$ cat src/rtl/snfc_pkg.sv
// ----------------------------------------------------------------------------
// SPI NOR flash command sequencer package
// Shared types, command codes and opcode constants.
// ----------------------------------------------------------------------------
package snfc_pkg;

    localparam logic [3:0] CMD_JEDEC   = 4'd0;
    localparam logic [3:0] CMD_DEVID   = 4'd1;
    localparam logic [3:0] CMD_READ    = 4'd2;
    localparam logic [3:0] CMD_PROGRAM = 4'd3;
    localparam logic [3:0] CMD_SECTOR  = 4'd4;
    localparam logic [3:0] CMD_ERASE32 = 4'd5;
    localparam logic [3:0] CMD_ERASE64 = 4'd6;
    localparam logic [3:0] CMD_CHIP    = 4'd7;
    localparam logic [3:0] CMD_WRITE   = 4'd8;
    localparam logic [3:0] CMD_LINK    = 4'd9;

    localparam logic [1:0] KIND_SEND    = 2'd0;
    localparam logic [1:0] KIND_RELEASE = 2'd1;
    localparam logic [1:0] KIND_READ    = 2'd2;
    localparam logic [1:0] KIND_DONE    = 2'd3;

    localparam logic [7:0] OP_RDSR  = 8'h05;
    localparam logic [7:0] OP_WREN  = 8'h06;
    localparam logic [7:0] OP_DUMMY = 8'hFF;
    localparam logic [7:0] OP_ZERO  = 8'h00;

    // Item as it crosses from the front end to the back end.
    typedef struct packed {
        logic [3:0]  cmd;
        logic [23:0] address;
        logic [15:0] length;
        logic [7:0]  data;
    } item_t;

    // One result item.
    typedef struct packed {
        logic [1:0]  kind;
        logic [23:0] value;
        logic        last;
        logic        status;
    } result_t;

    function automatic logic [7:0] opcode(input logic [2:0] op);
        logic [7:0] r;
        begin
            case (op)
                3'd0:    r = 8'h9F;
                3'd1:    r = 8'h90;
                3'd2:    r = 8'h03;
                3'd3:    r = 8'h02;
                3'd4:    r = 8'h20;
                3'd5:    r = 8'h52;
                3'd6:    r = 8'hD8;
                default: r = 8'hC7;
            endcase
            return r;
        end
    endfunction

endpackage

$ cat src/rtl/snfc_front.sv
// ----------------------------------------------------------------------------
// Front end
// Accepts input transactions into a two-entry queue for the back end.
// ----------------------------------------------------------------------------
module snfc_front
    import snfc_pkg::*;
(
    input  logic  clk,
    input  logic  rst_n,
    input  logic  in_valid,
    output logic  in_ready,
    input  item_t in_item,
    output logic  q_valid,
    input  logic  q_ready,
    output item_t q_item
);

    item_t      mem_reg [2];
    logic       wptr_reg, rptr_reg;
    logic [1:0] count_reg;

    assign in_ready = (count_reg != 2'd2);
    assign q_valid  = (count_reg != 2'd0);
    assign q_item   = mem_reg[rptr_reg];

    always_ff @(posedge clk)
    begin
        if (in_valid && in_ready)
        begin
            mem_reg[wptr_reg] <= in_item;
        end
    end

    always_ff @(posedge clk or negedge rst_n)
    begin
        if (!rst_n)
        begin
            wptr_reg  <= 1'b0;
            rptr_reg  <= 1'b0;
            count_reg <= 2'd0;
        end
        else
        begin
            if (in_valid && in_ready)
            begin
                wptr_reg <= ~wptr_reg;
            end
            if (q_valid && q_ready)
            begin
                rptr_reg <= ~rptr_reg;
            end
            count_reg <= count_reg + 2'(in_valid && in_ready) - 2'(q_valid && q_ready);
        end
    end

    assert property (@(posedge clk) disable iff (!rst_n) count_reg != 2'd3)
        else $error("queue count out of range");
    assert property (@(posedge clk) disable iff (!rst_n)
        (count_reg == 2'd2 && !q_ready) |=> count_reg == 2'd2)
        else $error("full queue lost an entry");
    assert property (@(posedge clk) disable iff (!rst_n)
        (count_reg == 2'd0 && !in_valid) |=> count_reg == 2'd0)
        else $error("empty queue gained an entry");

endmodule

$ cat src/rtl/snfc_back.sv
// ----------------------------------------------------------------------------
// Back end
// Runs the command state machine; emits up to three results per item.
// ----------------------------------------------------------------------------
module snfc_back
    import snfc_pkg::*;
#(
    parameter int PAGE_BYTES = 256,
    parameter int ADDR_BITS  = 24
)
(
    input  logic    clk,
    input  logic    rst_n,
    input  logic    q_valid,
    output logic    q_ready,
    input  item_t   q_item,
    output logic    out_valid,
    input  logic    out_ready,
    output result_t out_res
);

    localparam int PW = $clog2(PAGE_BYTES);

    typedef enum logic [3:0] {
        PH_IDLE, PH_WREN, PH_HDR, PH_IDRD, PH_RDATA,
        PH_WAITW, PH_WDATA, PH_POLLC, PH_POLLS
    } phase_t;

    phase_t                 phase_reg, phase_next;
    logic [2:0]             op_reg, op_next;
    logic [ADDR_BITS-1:0]   addr_reg, addr_next;
    logic [15:0]            left_reg, left_next;
    logic [3:0]             fidx_reg, fidx_next;
    logic [23:0]            acc_reg, acc_next;

    // Result buffer: up to three results of one item, drained in order.
    result_t    buf_reg [3];
    result_t    buf_next [3];
    logic [1:0] cnt_reg, cnt_next;
    logic [1:0] pos_reg;
    logic [1:0] n;

    logic       take, ok;
    logic [3:0] hlen;
    logic [7:0] d;

    // Buffer is free when empty or its final result leaves this cycle.
    logic drain_last;
    assign drain_last = out_valid && out_ready && (pos_reg + 2'd1 == cnt_reg);
    assign q_ready    = (cnt_reg == 2'd0) || drain_last;
    assign take       = q_valid && q_ready;
    assign out_valid  = (cnt_reg != 2'd0);
    assign out_res    = buf_reg[pos_reg];
    assign d          = q_item.data;

    function automatic logic [7:0] hdr(input logic [2:0] op, input logic [3:0] idx,
                                       input logic [ADDR_BITS-1:0] a);
        logic [23:0] a24;
        logic [7:0]  r;
        begin
            a24 = 24'(a);
            if (idx == 4'd0)      r = opcode(op);
            else if (op == 3'd1)  r = (idx == 4'd3) ? OP_ZERO : OP_DUMMY;
            else if (idx == 4'd1) r = a24[23:16];
            else if (idx == 4'd2) r = a24[15:8];
            else                  r = a24[7:0];
            return r;
        end
    endfunction

    always_comb
    begin
        logic [ADDR_BITS-1:0] na;
        logic [3:0]           fi;
        logic [23:0]          acc;
        phase_next = phase_reg;
        op_next    = op_reg;
        addr_next  = addr_reg;
        left_next  = left_reg;
        fidx_next  = fidx_reg;
        acc_next   = acc_reg;
        n          = 2'd0;
        na         = addr_reg + 1'b1;
        fi         = fidx_reg + 4'd1;
        acc        = {acc_reg[15:0], d};
        for (int i = 0; i < 3; i++)
        begin
            buf_next[i] = '{kind: KIND_DONE, value: 24'd0, last: 1'b0, status: 1'b0};
        end
        hlen = (op_reg == 3'd0 || op_reg == 3'd7) ? 4'd1 : 4'd4;
        case (phase_reg)
            PH_IDLE:  ok = (q_item.cmd <= CMD_CHIP);
            PH_WAITW: ok = (q_item.cmd == CMD_WRITE);
            default:  ok = (q_item.cmd == CMD_LINK);
        endcase

        if (!ok)
        begin
            buf_next[0] = '{kind: KIND_DONE, value: 24'd0, last: 1'b0, status: 1'b1};
            n = 2'd1;
        end
        else
        begin
            case (phase_reg)
                PH_IDLE:
                begin
                    op_next   = q_item.cmd[2:0];
                    addr_next = q_item.address[ADDR_BITS-1:0];
                    left_next = q_item.length;
                    fidx_next = 4'd0;
                    acc_next  = 24'd0;
                    n         = 2'd1;
                    if (q_item.cmd[2:0] <= 3'd2)
                    begin
                        buf_next[0].kind  = KIND_SEND;
                        buf_next[0].value = {16'd0, opcode(q_item.cmd[2:0])};
                        phase_next = PH_HDR;
                    end
                    else if (q_item.cmd[2:0] == 3'd3 && q_item.length == 16'd0)
                    begin
                        buf_next[0].kind = KIND_DONE;
                        phase_next = PH_IDLE;
                    end
                    else
                    begin
                        buf_next[0].kind  = KIND_SEND;
                        buf_next[0].value = {16'd0, OP_WREN};
                        phase_next = PH_WREN;
                    end
                end
                PH_WAITW:
                begin
                    buf_next[0].kind  = KIND_SEND;
                    buf_next[0].value = {16'd0, d};
                    n = 2'd1;
                    phase_next = PH_WDATA;
                end
                PH_WREN:
                begin
                    buf_next[0].kind = KIND_RELEASE;
                    buf_next[1].kind = KIND_SEND;
                    n = 2'd2;
                    if (op_reg == 3'd4)
                    begin
                        buf_next[1].value = {16'd0, OP_RDSR};
                        fidx_next  = 4'd1;
                        phase_next = PH_POLLC;
                    end
                    else
                    begin
                        buf_next[1].value = {16'd0, opcode(op_reg)};
                        fidx_next  = 4'd0;
                        phase_next = PH_HDR;
                    end
                end
                PH_HDR:
                begin
                    fidx_next = fi;
                    if (fi < hlen)
                    begin
                        buf_next[0].kind  = KIND_SEND;
                        buf_next[0].value = {16'd0, hdr(op_reg, fi, addr_reg)};
                        n = 2'd1;
                    end
                    else if (op_reg <= 3'd1)
                    begin
                        fidx_next = 4'd0;
                        acc_next  = 24'd0;
                        buf_next[0].kind  = KIND_SEND;
                        buf_next[0].value = {16'd0, OP_DUMMY};
                        n = 2'd1;
                        phase_next = PH_IDRD;
                    end
                    else if (op_reg == 3'd2)
                    begin
                        if (left_reg == 16'd0)
                        begin
                            buf_next[0].kind = KIND_RELEASE;
                            buf_next[1].kind = KIND_DONE;
                            n = 2'd2;
                            phase_next = PH_IDLE;
                        end
                        else
                        begin
                            buf_next[0].kind  = KIND_SEND;
                            buf_next[0].value = {16'd0, OP_DUMMY};
                            n = 2'd1;
                            phase_next = PH_RDATA;
                        end
                    end
                    else if (op_reg == 3'd3)
                    begin
                        phase_next = PH_WAITW;
                    end
                    else
                    begin
                        buf_next[0].kind  = KIND_RELEASE;
                        buf_next[1].kind  = KIND_SEND;
                        buf_next[1].value = {16'd0, OP_RDSR};
                        n = 2'd2;
                        fidx_next  = 4'd0;
                        phase_next = PH_POLLC;
                    end
                end
                PH_IDRD:
                begin
                    acc_next  = acc;
                    fidx_next = fi;
                    if (fi < ((op_reg == 3'd0) ? 4'd3 : 4'd2))
                    begin
                        buf_next[0].kind  = KIND_SEND;
                        buf_next[0].value = {16'd0, OP_DUMMY};
                        n = 2'd1;
                    end
                    else
                    begin
                        buf_next[0].kind  = KIND_RELEASE;
                        buf_next[1].kind  = KIND_DONE;
                        buf_next[1].value = acc;
                        n = 2'd2;
                        phase_next = PH_IDLE;
                    end
                end
                PH_RDATA:
                begin
                    buf_next[0].kind  = KIND_READ;
                    buf_next[0].value = {16'd0, d};
                    left_next = left_reg - 16'd1;
                    addr_next = na;
                    n = 2'd2;
                    if (left_reg != 16'd1)
                    begin
                        buf_next[1].kind  = KIND_SEND;
                        buf_next[1].value = {16'd0, OP_DUMMY};
                    end
                    else
                    begin
                        buf_next[1].kind = KIND_RELEASE;
                        buf_next[2].kind = KIND_DONE;
                        n = 2'd3;
                        phase_next = PH_IDLE;
                    end
                end
                PH_WDATA:
                begin
                    left_next = left_reg - 16'd1;
                    addr_next = na;
                    if (left_reg == 16'd1 || na[PW-1:0] == '0)
                    begin
                        buf_next[0].kind  = KIND_RELEASE;
                        buf_next[1].kind  = KIND_SEND;
                        buf_next[1].value = {16'd0, OP_RDSR};
                        n = 2'd2;
                        fidx_next  = 4'd0;
                        phase_next = PH_POLLC;
                    end
                    else
                    begin
                        phase_next = PH_WAITW;
                    end
                end
                PH_POLLC:
                begin
                    buf_next[0].kind  = KIND_SEND;
                    buf_next[0].value = {16'd0, OP_DUMMY};
                    n = 2'd1;
                    phase_next = PH_POLLS;
                end
                default:
                begin
                    if (d[0])
                    begin
                        buf_next[0].kind  = KIND_SEND;
                        buf_next[0].value = {16'd0, OP_DUMMY};
                        n = 2'd1;
                    end
                    else
                    begin
                        buf_next[0].kind = KIND_RELEASE;
                        n = 2'd2;
                        if (fidx_reg == 4'd1)
                        begin
                            buf_next[1].kind  = KIND_SEND;
                            buf_next[1].value = {16'd0, opcode(op_reg)};
                            fidx_next  = 4'd0;
                            phase_next = PH_HDR;
                        end
                        else if (op_reg == 3'd3 && left_reg != 16'd0)
                        begin
                            buf_next[1].kind  = KIND_SEND;
                            buf_next[1].value = {16'd0, OP_WREN};
                            phase_next = PH_WREN;
                        end
                        else
                        begin
                            buf_next[1].kind = KIND_DONE;
                            phase_next = PH_IDLE;
                        end
                    end
                end
            endcase
        end
        if (n != 2'd0)
        begin
            buf_next[n - 2'd1].last = 1'b1;
        end
        cnt_next = n;
    end

    always_ff @(posedge clk)
    begin
        if (take)
        begin
            for (int i = 0; i < 3; i++)
            begin
                buf_reg[i] <= buf_next[i];
            end
        end
    end

    always_ff @(posedge clk or negedge rst_n)
    begin
        if (!rst_n)
        begin
            phase_reg <= PH_IDLE;
            op_reg    <= 3'd0;
            addr_reg  <= '0;
            left_reg  <= 16'd0;
            fidx_reg  <= 4'd0;
            acc_reg   <= 24'd0;
            cnt_reg   <= 2'd0;
            pos_reg   <= 2'd0;
        end
        else if (take)
        begin
            phase_reg <= phase_next;
            op_reg    <= op_next;
            addr_reg  <= addr_next;
            left_reg  <= left_next;
            fidx_reg  <= fidx_next;
            acc_reg   <= acc_next;
            cnt_reg   <= cnt_next;
            pos_reg   <= 2'd0;
        end
        else if (out_valid && out_ready)
        begin
            if (drain_last)
            begin
                cnt_reg <= 2'd0;
                pos_reg <= 2'd0;
            end
            else
            begin
                pos_reg <= pos_reg + 2'd1;
            end
        end
    end

    assert property (@(posedge clk) disable iff (!rst_n)
        out_valid |-> (pos_reg < cnt_reg))
        else $error("result position past buffer fill");
    assert property (@(posedge clk) disable iff (!rst_n)
        (out_valid && out_res.status) |-> (out_res.last && out_res.kind == KIND_DONE))
        else $error("error result malformed");
    assert property (@(posedge clk) disable iff (!rst_n)
        (out_valid && !out_ready) |=> (out_valid && $stable(pos_reg)))
        else $error("stalled result moved");
    assert property (@(posedge clk) disable iff (!rst_n)
        (out_valid && out_res.last) |-> (pos_reg + 2'd1 == cnt_reg))
        else $error("last flag not on final result");

endmodule

$ cat src/rtl/spi_nor_flash_command_sequencer.sv
// ----------------------------------------------------------------------------
// SPI NOR flash command sequencer
// Byte-level sequencer for JEDEC ID, device ID, read, program and erases.
// ----------------------------------------------------------------------------
// Path: an input transaction is registered in the front-end queue, and its
// results in the back-end buffer. Throughput: one transaction per cycle while
// each causes at most one result and the receiver does not stall; an item with
// more results holds the back end until the single result port drains them.
// Reset: rst_n is asynchronous and active low; it returns the sequencer to
// idle and empties both the input queue and the result buffer.
module spi_nor_flash_command_sequencer
    import snfc_pkg::*;
#(
    parameter int PAGE_BYTES = 256,
    parameter int ADDR_BITS  = 24
)
(
    input  logic        clk,
    input  logic        rst_n,
    input  logic        s_axis_tvalid,
    output logic        s_axis_tready,
    input  logic [55:0] s_axis_tdata,  // cmd[3:0], address[27:4], length[43:28], data[51:44]
    output logic        m_axis_tvalid,
    input  logic        m_axis_tready,
    output logic [31:0] m_axis_tdata,  // kind[1:0], value[25:2], status[26], zero fill
    output logic        m_axis_tlast   // last result caused by the input transaction
);

    item_t   in_item, q_item;
    result_t res;
    logic    q_valid, q_ready;

    // Unpack the slave transaction; the upper four bits are byte padding.
    assign in_item.cmd     = s_axis_tdata[3:0];
    assign in_item.address = s_axis_tdata[27:4];
    assign in_item.length  = s_axis_tdata[43:28];
    assign in_item.data    = s_axis_tdata[51:44];

    // The front end decouples input acceptance from command execution.
    snfc_front u_front (
        .clk      (clk),
        .rst_n    (rst_n),
        .in_valid (s_axis_tvalid),
        .in_ready (s_axis_tready),
        .in_item  (in_item),
        .q_valid  (q_valid),
        .q_ready  (q_ready),
        .q_item   (q_item)
    );

    // The back end walks the flash command frames and buffers the results.
    snfc_back #(
        .PAGE_BYTES (PAGE_BYTES),
        .ADDR_BITS  (ADDR_BITS)
    ) u_back (
        .clk       (clk),
        .rst_n     (rst_n),
        .q_valid   (q_valid),
        .q_ready   (q_ready),
        .q_item    (q_item),
        .out_valid (m_axis_tvalid),
        .out_ready (m_axis_tready),
        .out_res   (res)
    );

    assign m_axis_tdata = {5'd0, res.status, res.value, res.kind};
    assign m_axis_tlast = res.last;

endmodule

$ cat config.mk
export PLATFORM = sky130hd
export DESIGN_NAME = spi_nor_flash_command_sequencer
export DESIGN_NICKNAME = d
export VERILOG_FILES = /design/src/rtl/snfc_pkg.sv /design/src/rtl/snfc_front.sv /design/src/rtl/snfc_back.sv /design/src/rtl/spi_nor_flash_command_sequencer.sv
export SDC_FILE = /design/constraint.sdc
export NUM_CORES = 1
export LEC_CHECK = 0
export BUFFER_PORTS_ARGS = -buffer_cell sky130_fd_sc_hd__buf_4
export CAP_MARGIN = 15
export CORE_MARGIN = 1
export CORE_UTILIZATION = 60
export CTS_CLUSTER_DIAMETER = 80
export CTS_CLUSTER_SIZE = 12
export DETAILED_ROUTE_END_ITERATION = 10
export GPL_TIMING_DRIVEN = 0
export PLACE_DENSITY = 0.8
export SYNTH_ARGS = -nofsm -noshare
export SYNTH_HDL_FRONTEND = slang
export SYNTH_SLANG_ARGS = --single-unit
export TNS_END_PERCENT = 100
$ cat constraint.sdc
create_clock -name clk -period 9.6 [get_ports clk]
set_clock_uncertainty 0.1 [all_clocks]
set_input_delay 0.96 -clock clk [delete_from_list [all_inputs] [get_ports clk]]
set_output_delay 0.96 -clock clk [all_outputs]
set_load 0.02 [all_outputs]
==> reports/metrics.csv, run 1 <==
stage;metric;value;unit
status;status;finished with violations;
status;failing checks;design-rule violations;
flow_run;Max Cap Viol;0;
timing;setup_tns;0;ns
grt;Tot GR Track Use;31.4;%
grt;first-pass GRT wire length;47200;um
cts;H-tree level count;1;
floorplan;die span in y;139;um
worst_setup_path;Critical Path RT;9.89;ns
timing;pins over their slew limit;0;
final_layout;Register Area;6200;um2
pwr;LEAKAGE;4.97;nW
routing;first-pass iteration count of the detailed router;9;
routing;Initial DRC Count;1036;
routing;drc violations;7;
routing;post-DR wirelength/cell;21.4;um
logic_synthesis;Post-Syn Area per Cell;10.8;um2
routing;Routed Wire Length;30100;um
placement;Placed Instance Area;12300;um2
cts;Reg clk slew, reported paths;0.06;ns
routing;Vias/cell;6.51;
timing;# setup viols final;0;
cts;clk buf depth;3;
cts;Skew-Pair Late Insertion Delay;0.51;ns
timing;Max Freq;0.268;GHz
final_layout;# nets final;1236;
floorplan;area of the core;18200;um2
worst_setup_path;crit end category;flop;
final_layout;n_diodes;0;
cts;CTS root buf;clkbuf_16;
cts;postcts setup bufs;0;
final_layout;final instance area;12900;um2
floorplan;num rows;49;
timing;worst hold slack;0.384;ns
worst_setup_path;crit-path max FO;49;
timing;Slew @ Worst Pin;1.06;ns
placement;post-DP HPWL;21600;um
cts;CTS resizes;0;
final_layout;Layout Area Growth over Synthesis;14.5;%
routing;metal3 WL;2300;um
worst_hold_path;Hold WC Path Type;reg -> reg;
timing;Worst slew margin;29.0;%
timing;Final period util;38.9;%
pwr;Pwr Density;338;nW/um2
worst_setup_path;Startpoint Class;flop;
worst_setup_path;slowest stage delay, CP;0.61;ns
logic_synthesis;register area share after synthesis;55.0;%
timing;Final Critical Period;3.74;ns
timing;final hold vios;0;
floorplan;die area;19300;um2
logic_synthesis;Async SR Flop Fraction;34.2;%
cts;Hold Buf Count CTS;0;
cts;CTS Buf Count;22;
timing;RSZ-0062 raised after global routing;no;
grt;vias in the first global route;8757;
grt;pin count of the biggest net entering global routing;76;
logic_synthesis;Warnings, synthesis;0;
worst_setup_path;CP Class;reg -> reg;
final_layout;Fillers;1377;
routing;uppermost layer routed;met4;
logic_synthesis;Post-synth top flop;edfxtp_1;
floorplan;# IOs;95;
final_layout;Final Util;70.9;%
worst_setup_path;WP data arrival;4.03;ns
final_layout;multi-input combinational cell area;4730;um2
floorplan;Starting Density;61.9;%
worst_setup_path;most used cell, CP;clkbuf_1;
placement;Placer Congestion;0.944;
routing;met2 WL post-DR;14400;um
final_layout;layout cell share with drive strength beyond 1;15.1;%
logic_synthesis;flops & latches, synth;219;
routing;vias;9155;
pwr;peak supply drop;0.238;mV
worst_setup_path;Critical-path top delay cell;inv_2;
grt;initial antenna violation count;0;
routing;DRT met1 WL;12300;um
logic_synthesis;EDFF count, synth;144;
cts;CTS tree;yes;
placement;IO Port Bufs;85;
logic_synthesis;mapped cell area;11300;um2
logic_synthesis;Post-Synthesis Cells;1047;
worst_setup_path;crit path cell chain;clkbuf_1, nor2b_1, buf_2, a21bo_2, a22oi_1, inv_2, o211ai_2, clkbuf_1, nand2_1, o311ai_0;
cts;# clock sinks;219;
logic_synthesis;Synth cell types;87;
grt;GRT overflow;0;
final_layout;Largest register FFs;104;
routing;ANT nets after route;0;
floorplan;Die Width;139;um
==> cells by family (layout without fill, tap and decap cells) <==
kind of cell / after synthesis / in the layout / synth area share [%]
buffers and inverters: 84 / 211 / 3.31
other: 1 / 5 / 0.0333
xor gates and xnor gates: 11 / 11 / 0.854
adders and majority gates: 13 / 13 / 1.44
and+or+nand+nor: 365 / 365 / 16.1
AOI/OAI and AO/OA: 292 / 292 / 17.5
DFF: 219 / 219 / 55.0
muxes: 62 / 62 / 5.70
==> report_power, final <==
group | leakage [nW] | total (mW) | switching [mW] | internal, mW
Clock | 0.307 | 0.791 | 0.345 | 0.446
Combinational | 2.35 | 1.96 | 1.27 | 0.687
Sequential | 2.31 | 1.62 | 0.226 | 1.39
==> final timing paths <==
check | start | endpoint | slack, ns | depth (start not counted)
setup / recovery | u_back.pos_reg[1]$_DFFE_PN0P_ | u_back.addr_reg[0]$_DFFE_PN0P_ | 5.86 | 10
setup reg to reg | u_back.pos_reg[1]$_DFFE_PN0P_ | u_back.addr_reg[0]$_DFFE_PN0P_ | 5.86 | 10
hold reg to reg | u_back.acc_reg[15]$_DFFE_PN0P_ | u_back.acc_reg[15]$_DFFE_PN0P_ | 0.38 | 2
max in group asynchronous | rst_n | u_back.cnt_reg[0]$_DFFE_PN0P_ | 8.18 | 1
min in group asynchronous | rst_n | u_back.acc_reg[12]$_DFFE_PN0P_ | 0.51 | 1
hold / removal | u_back.acc_reg[15]$_DFFE_PN0P_ | u_back.acc_reg[15]$_DFFE_PN0P_ | 0.38 | 2
==> cells in the mapped netlist (all sizes together) (4+ instances only) <==
library cell	number	area (um2)
edfxtp	144	4320
nand2	118	453
nor2	80	300
a21oi	76	395
dfrtp	75	1880
o21ai	68	344
mux2i	44	440
clkbuf	37	139
buf	28	163
and3	24	150
nor3	24	120
nand3	22	115
and2	19	119
inv	19	71.3
o22ai	19	119
mux2	18	203
o31ai	15	113
ha	13	163
nand2b	12	75.1
nand4	12	75.1
nor2b	10	62.6
o22a	10	87.6
or3	10	62.6
o221ai	9	85.1
xnor2	9	78.8
a2bb2oi	8	70.1
a31oi	8	50.1
nor4	8	86.3
or2	8	50.1
o211ai	7	57.6
a211oi	6	45.0
a21o	6	45.0
a32o	6	60.1
nor3b	6	45.0
a211o	5	43.8
a22oi	5	37.5
a2111oi	4	66.3
a221oi	4	35.0
a311oi	4	35.0
o2111ai	4	41.3
==> routing by layer <==
metal / vias to the layer above / GRT usage (%)
met5: - / 0
met4: 0 / 12.5
met3: 93 / 4.83
met2: 476 / 52.8
met1: 4408 / 41.0
li1: 4178 / -
==> cells in the final DEF (no fill, tap or decap), types with 23 or more instances in the layout <==
master	instances
and3_1	23
nor2_1	79
dfrtp_1	75
a21oi_1	74
nand2_1	116
o21ai_0	55
edfxtp_1	144
clkbuf_1	52
clkbuf_16	23
nor3_1	24
buf_4	90
mux2i_1	44
==> cell type report <==
cell class / count / share of cell area [%]
multi-input cells: 748 / 36.6
inverters: 19 / 0.552
plain buffers: 65 / 2.34
flip-flops and latches: 219 / 48.0
well taps: 229 / 2.22
clock buffers: 38 / 4.89
clock inverters: 1 / 0.0872
repair buffers: 88 / 5.29
==> critical path, delay by kind of cell, from the launching register on <==
| kind | cells | cell delay (ns) |
|---|---|---|
| buffers and inverters | 4 | 1.65 |
| AO/OA/AOI/OAI | 4 | 1.36 |
| flip-flops | 1 | 0.32 |
| AND/OR/NAND/NOR | 2 | 0.18 |
==> per-stage QoR <==
step	std cells	setup WS [ns]	power, mW
CTS	1406	5.92	4.33
finish	1407	5.86	4.36
global placement	1365	4.65	3.49
floorplan	1051	5.80	2.90
global route	1407	5.68	4.58
detailed placement	1367	5.72	3.54
Power figures use the tool's default switching activity.
==> run 2: changes to the inputs <==
--- a/config.mk
+++ b/config.mk
@@ -8,12 +8,12 @@
 export BUFFER_PORTS_ARGS = -buffer_cell sky130_fd_sc_hd__buf_4
 export CAP_MARGIN = 15
 export CORE_MARGIN = 1
-export CORE_UTILIZATION = 60
+export CORE_UTILIZATION = 54
 export CTS_CLUSTER_DIAMETER = 80
 export CTS_CLUSTER_SIZE = 12
 export DETAILED_ROUTE_END_ITERATION = 10
 export GPL_TIMING_DRIVEN = 0
-export PLACE_DENSITY = 0.8
+export PLACE_DENSITY = 0.76
 export SYNTH_ARGS = -nofsm -noshare
 export SYNTH_HDL_FRONTEND = slang
 export SYNTH_SLANG_ARGS = --single-unit
==> constraint.sdc (replaced) <==
create_clock -name clk -period 3 [get_ports clk]
set_clock_uncertainty 0.1 [all_clocks]
set_input_delay 0.3 -clock clk [delete_from_list [all_inputs] [get_ports clk]]
set_output_delay 0.3 -clock clk [all_outputs]
set_load 0.02 [all_outputs]
==> reports/metrics.csv, run 2 (same netlist as run 1, synthesis figures left out) <==
stage;metric;value;unit
worst_setup_path;slowest stage delay, CP;0.77;ns
cts;Reg clk slew, reported paths;0.07;ns
worst_setup_path;Critical Path RT;3.29;ns
placement;Placer Congestion;1.00;
worst_setup_path;Reg-to-Reg Start;u_front.rptr_reg$_DFFE_PN0P_;
worst_hold_path;hold endpoint;u_front.wptr_reg$_DFFE_PN0P_;
final_layout;Cell Count, Final, Fillers Out;1507;
final_layout;most common cell after layout, fill and taps aside;edfxtp_1;
floorplan;Starting Density;55.4;%
routing;post-DR wirelength/cell;20.8;um
routing;drc violations;0;
cts;Skew-Pair Late Insertion Delay;0.52;ns
pwr;peak supply drop;0.704;mV
worst_setup_path;crit end category;flop;
placement;Placed Cells;1408;
worst_setup_path;crit-path max FO;10;
timing;PnR worst setup slack;0.0560;ns
final_layout;commonest cells after routing, fill and taps aside;144 x edfxtp_1, 115 x nand2_1, 96 x buf_4, 77 x nor2_1;
routing;Vias/cell;6.12;
routing;Initial DRC Count;913;
grt;GRT overflow;0;
cts;# clock sinks;219;
worst_setup_path;crit path cell chain;buf_2, mux2i_1, nand2_1, nor2_1, nor2_1, or3_1, mux2_1;
worst_setup_path;WP data arrival;3.23;ns
worst_setup_path;Reg-to-Reg End;u_back.fidx_reg[0]$_DFFE_PN0P_;
cts;clk buf depth;3;
worst_setup_path;Startpoint Class;flop;
pwr;Pwr Density;1040;nW/um2
grt;Tot GR Track Use;29.2;%
final_layout;n_diodes;0;
placement;Setup WS pre-CTS;-0.715;ns
floorplan;die area;21500;um2
timing;# setup viols final;0;
worst_hold_path;worst hold path startpoint;s_axis_tvalid;
worst_setup_path;most used cell, CP;nor2_1;
timing;final hold vios;0;
placement;IO Port Bufs;85;
final_layout;Fillers;1590;
grt;pin count of the biggest net entering global routing;76;
worst_setup_path;R2R depth;7;
routing;vias;9224;
final_layout;# nets final;1294;
floorplan;num rows;52;
final_layout;Layout Area Growth over Synthesis;21.3;%
worst_setup_path;Critical-path top delay cell;mux2i_1;
flow_run;Max Cap Viol;0;
floorplan;Die Width;147;um
grt;initial antenna violation count;0;
cts;CTS root buf;clkbuf_16;
floorplan;die span in y;147;um
routing;ANT nets after route;0;
cts;CTS Buf Count;22;
routing;Routed Wire Length;31400;um
timing;setup_tns;0;ns
cts;H-tree level count;1;
routing;first-pass iteration count of the detailed router;6;
placement;post-DP HPWL;21500;um
grt;vias in the first global route;8783;
floorplan;area of the core;20400;um2
status;status;completed;
timing;Max Freq;0.340;GHz
final_layout;Largest register FFs;104;
pwr;LEAKAGE;5.26;nW
worst_setup_path;Reg2Reg Setup Slack;0.06;ns
final_layout;layout cell share with drive strength beyond 1;16.9;%
timing;Worst slew margin;29.4;%
grt;first-pass GRT wire length;48400;um
timing;Slew @ Worst Pin;1.06;ns
worst_setup_path;CP Class;reg -> reg;
worst_hold_path;Hold WC Path Type;in -> reg;
timing;Final Critical Period;2.94;ns
final_layout;Final Util;67.2;%
cts;CTS tree;yes;
timing;Final period util;98.1;%
floorplan;# IOs;95;
worst_hold_path;hold path depth;3;
timing;pins over their slew limit;0;
-- run 2: cell types whose count changed in the layout (fill, tap and decap cells not counted), sizes merged --
cell         delta
buf             +3
bufinv          +1
clkbuf          +2
dlygate4sd3    +54
inv             -1
-- run 2: worst max path at each step --
| stage | end | startpoint | cells after the start |
|---|---|---|---|
| floorplan | u_front.count_reg[1]$_DFF_PN0_ | u_back.pos_reg[0]$_DFFE_PN0P_ | 11 |
| global placement | u_back.addr_reg[1]$_DFFE_PN0P_ | u_back.pos_reg[1]$_DFFE_PN0P_ | 9 |
| detailed placement | u_back.addr_reg[0]$_DFFE_PN0P_ | u_back.pos_reg[1]$_DFFE_PN0P_ | 10 |
| CTS | u_back.addr_reg[4]$_DFFE_PN0P_ | u_back.phase_reg[1]$_DFFE_PN0P_ | 9 |
| global route | u_back.fidx_reg[0]$_DFFE_PN0P_ | u_front.rptr_reg$_DFFE_PN0P_ | 7 |
| finish | u_back.fidx_reg[0]$_DFFE_PN0P_ | u_front.rptr_reg$_DFFE_PN0P_ | 7 |
-- run 2: worst max-delay path, delay by kind of cell (launching register included) --
family	cells	cell delay, ns
mux	2	1.11
flops	1	0.32
simple gates	4	0.98
buf+inv	1	0.28
-- run 2: report_power, final --
group / internal (mW) / switching [mW] / total [mW] / leakage [nW]
combinational: 2.39 / 4.16 / 6.55 / 2.64
clock: 1.43 / 1.13 / 2.56 / 0.308
sequential: 4.45 / 0.719 / 5.17 / 2.31
total: 8.27 / 6.01 / 14.3 / 5.26
-- run 2: repair_timing --
| item | in CTS | in global routing |
|---|---|---|
| hold buffers | 54 | 0 |
| resized for setup | 15 | 25 |
| endpoints found under the hold margin | 181 | 0 |
| buffers inserted | 3 | 3 |
| cloned | 0 | 0 |
| endpoints found under the setup margin | 91 | 55 |
| pin swaps | 2 | 2 |
-- run 2: metal layers --
metal  vias up  track usage, %  part of all wire, %
met2       475            48.4                   48
met3        80            5.59                  8.0
met1      4361            37.2                   40
met4         0            13.1                  3.9
li1       4308               -                    -
met5         -               0                    0
-- run 2: cell type report --
cell class	instances	area (um2)	share of cell area [%]
clock buffer	39	636	4.64
buffer	64	312	2.28
inverter	19	85.1	0.622
timing repair buffer	147	1260	9.23
sequential	219	6200	45.3
multi-input combinational	748	4840	35.3
tap	270	338	2.47
clock inverter	1	11.3	0.0823
-- run 2: per-stage QoR --
step | hold WS [ns] | instance area, um2 | total power, mW
after global placement | 0.363 | 12300 | 11.2
after CTS | 0.0620 | 13600 | 14.0
after global routing | 0.0949 | 13700 | 15.1
after floorplan | -0.0956 | 11300 | 9.27
final | 0.0742 | 13700 | 14.3
after detailed placement | 0.368 | 12300 | 11.3
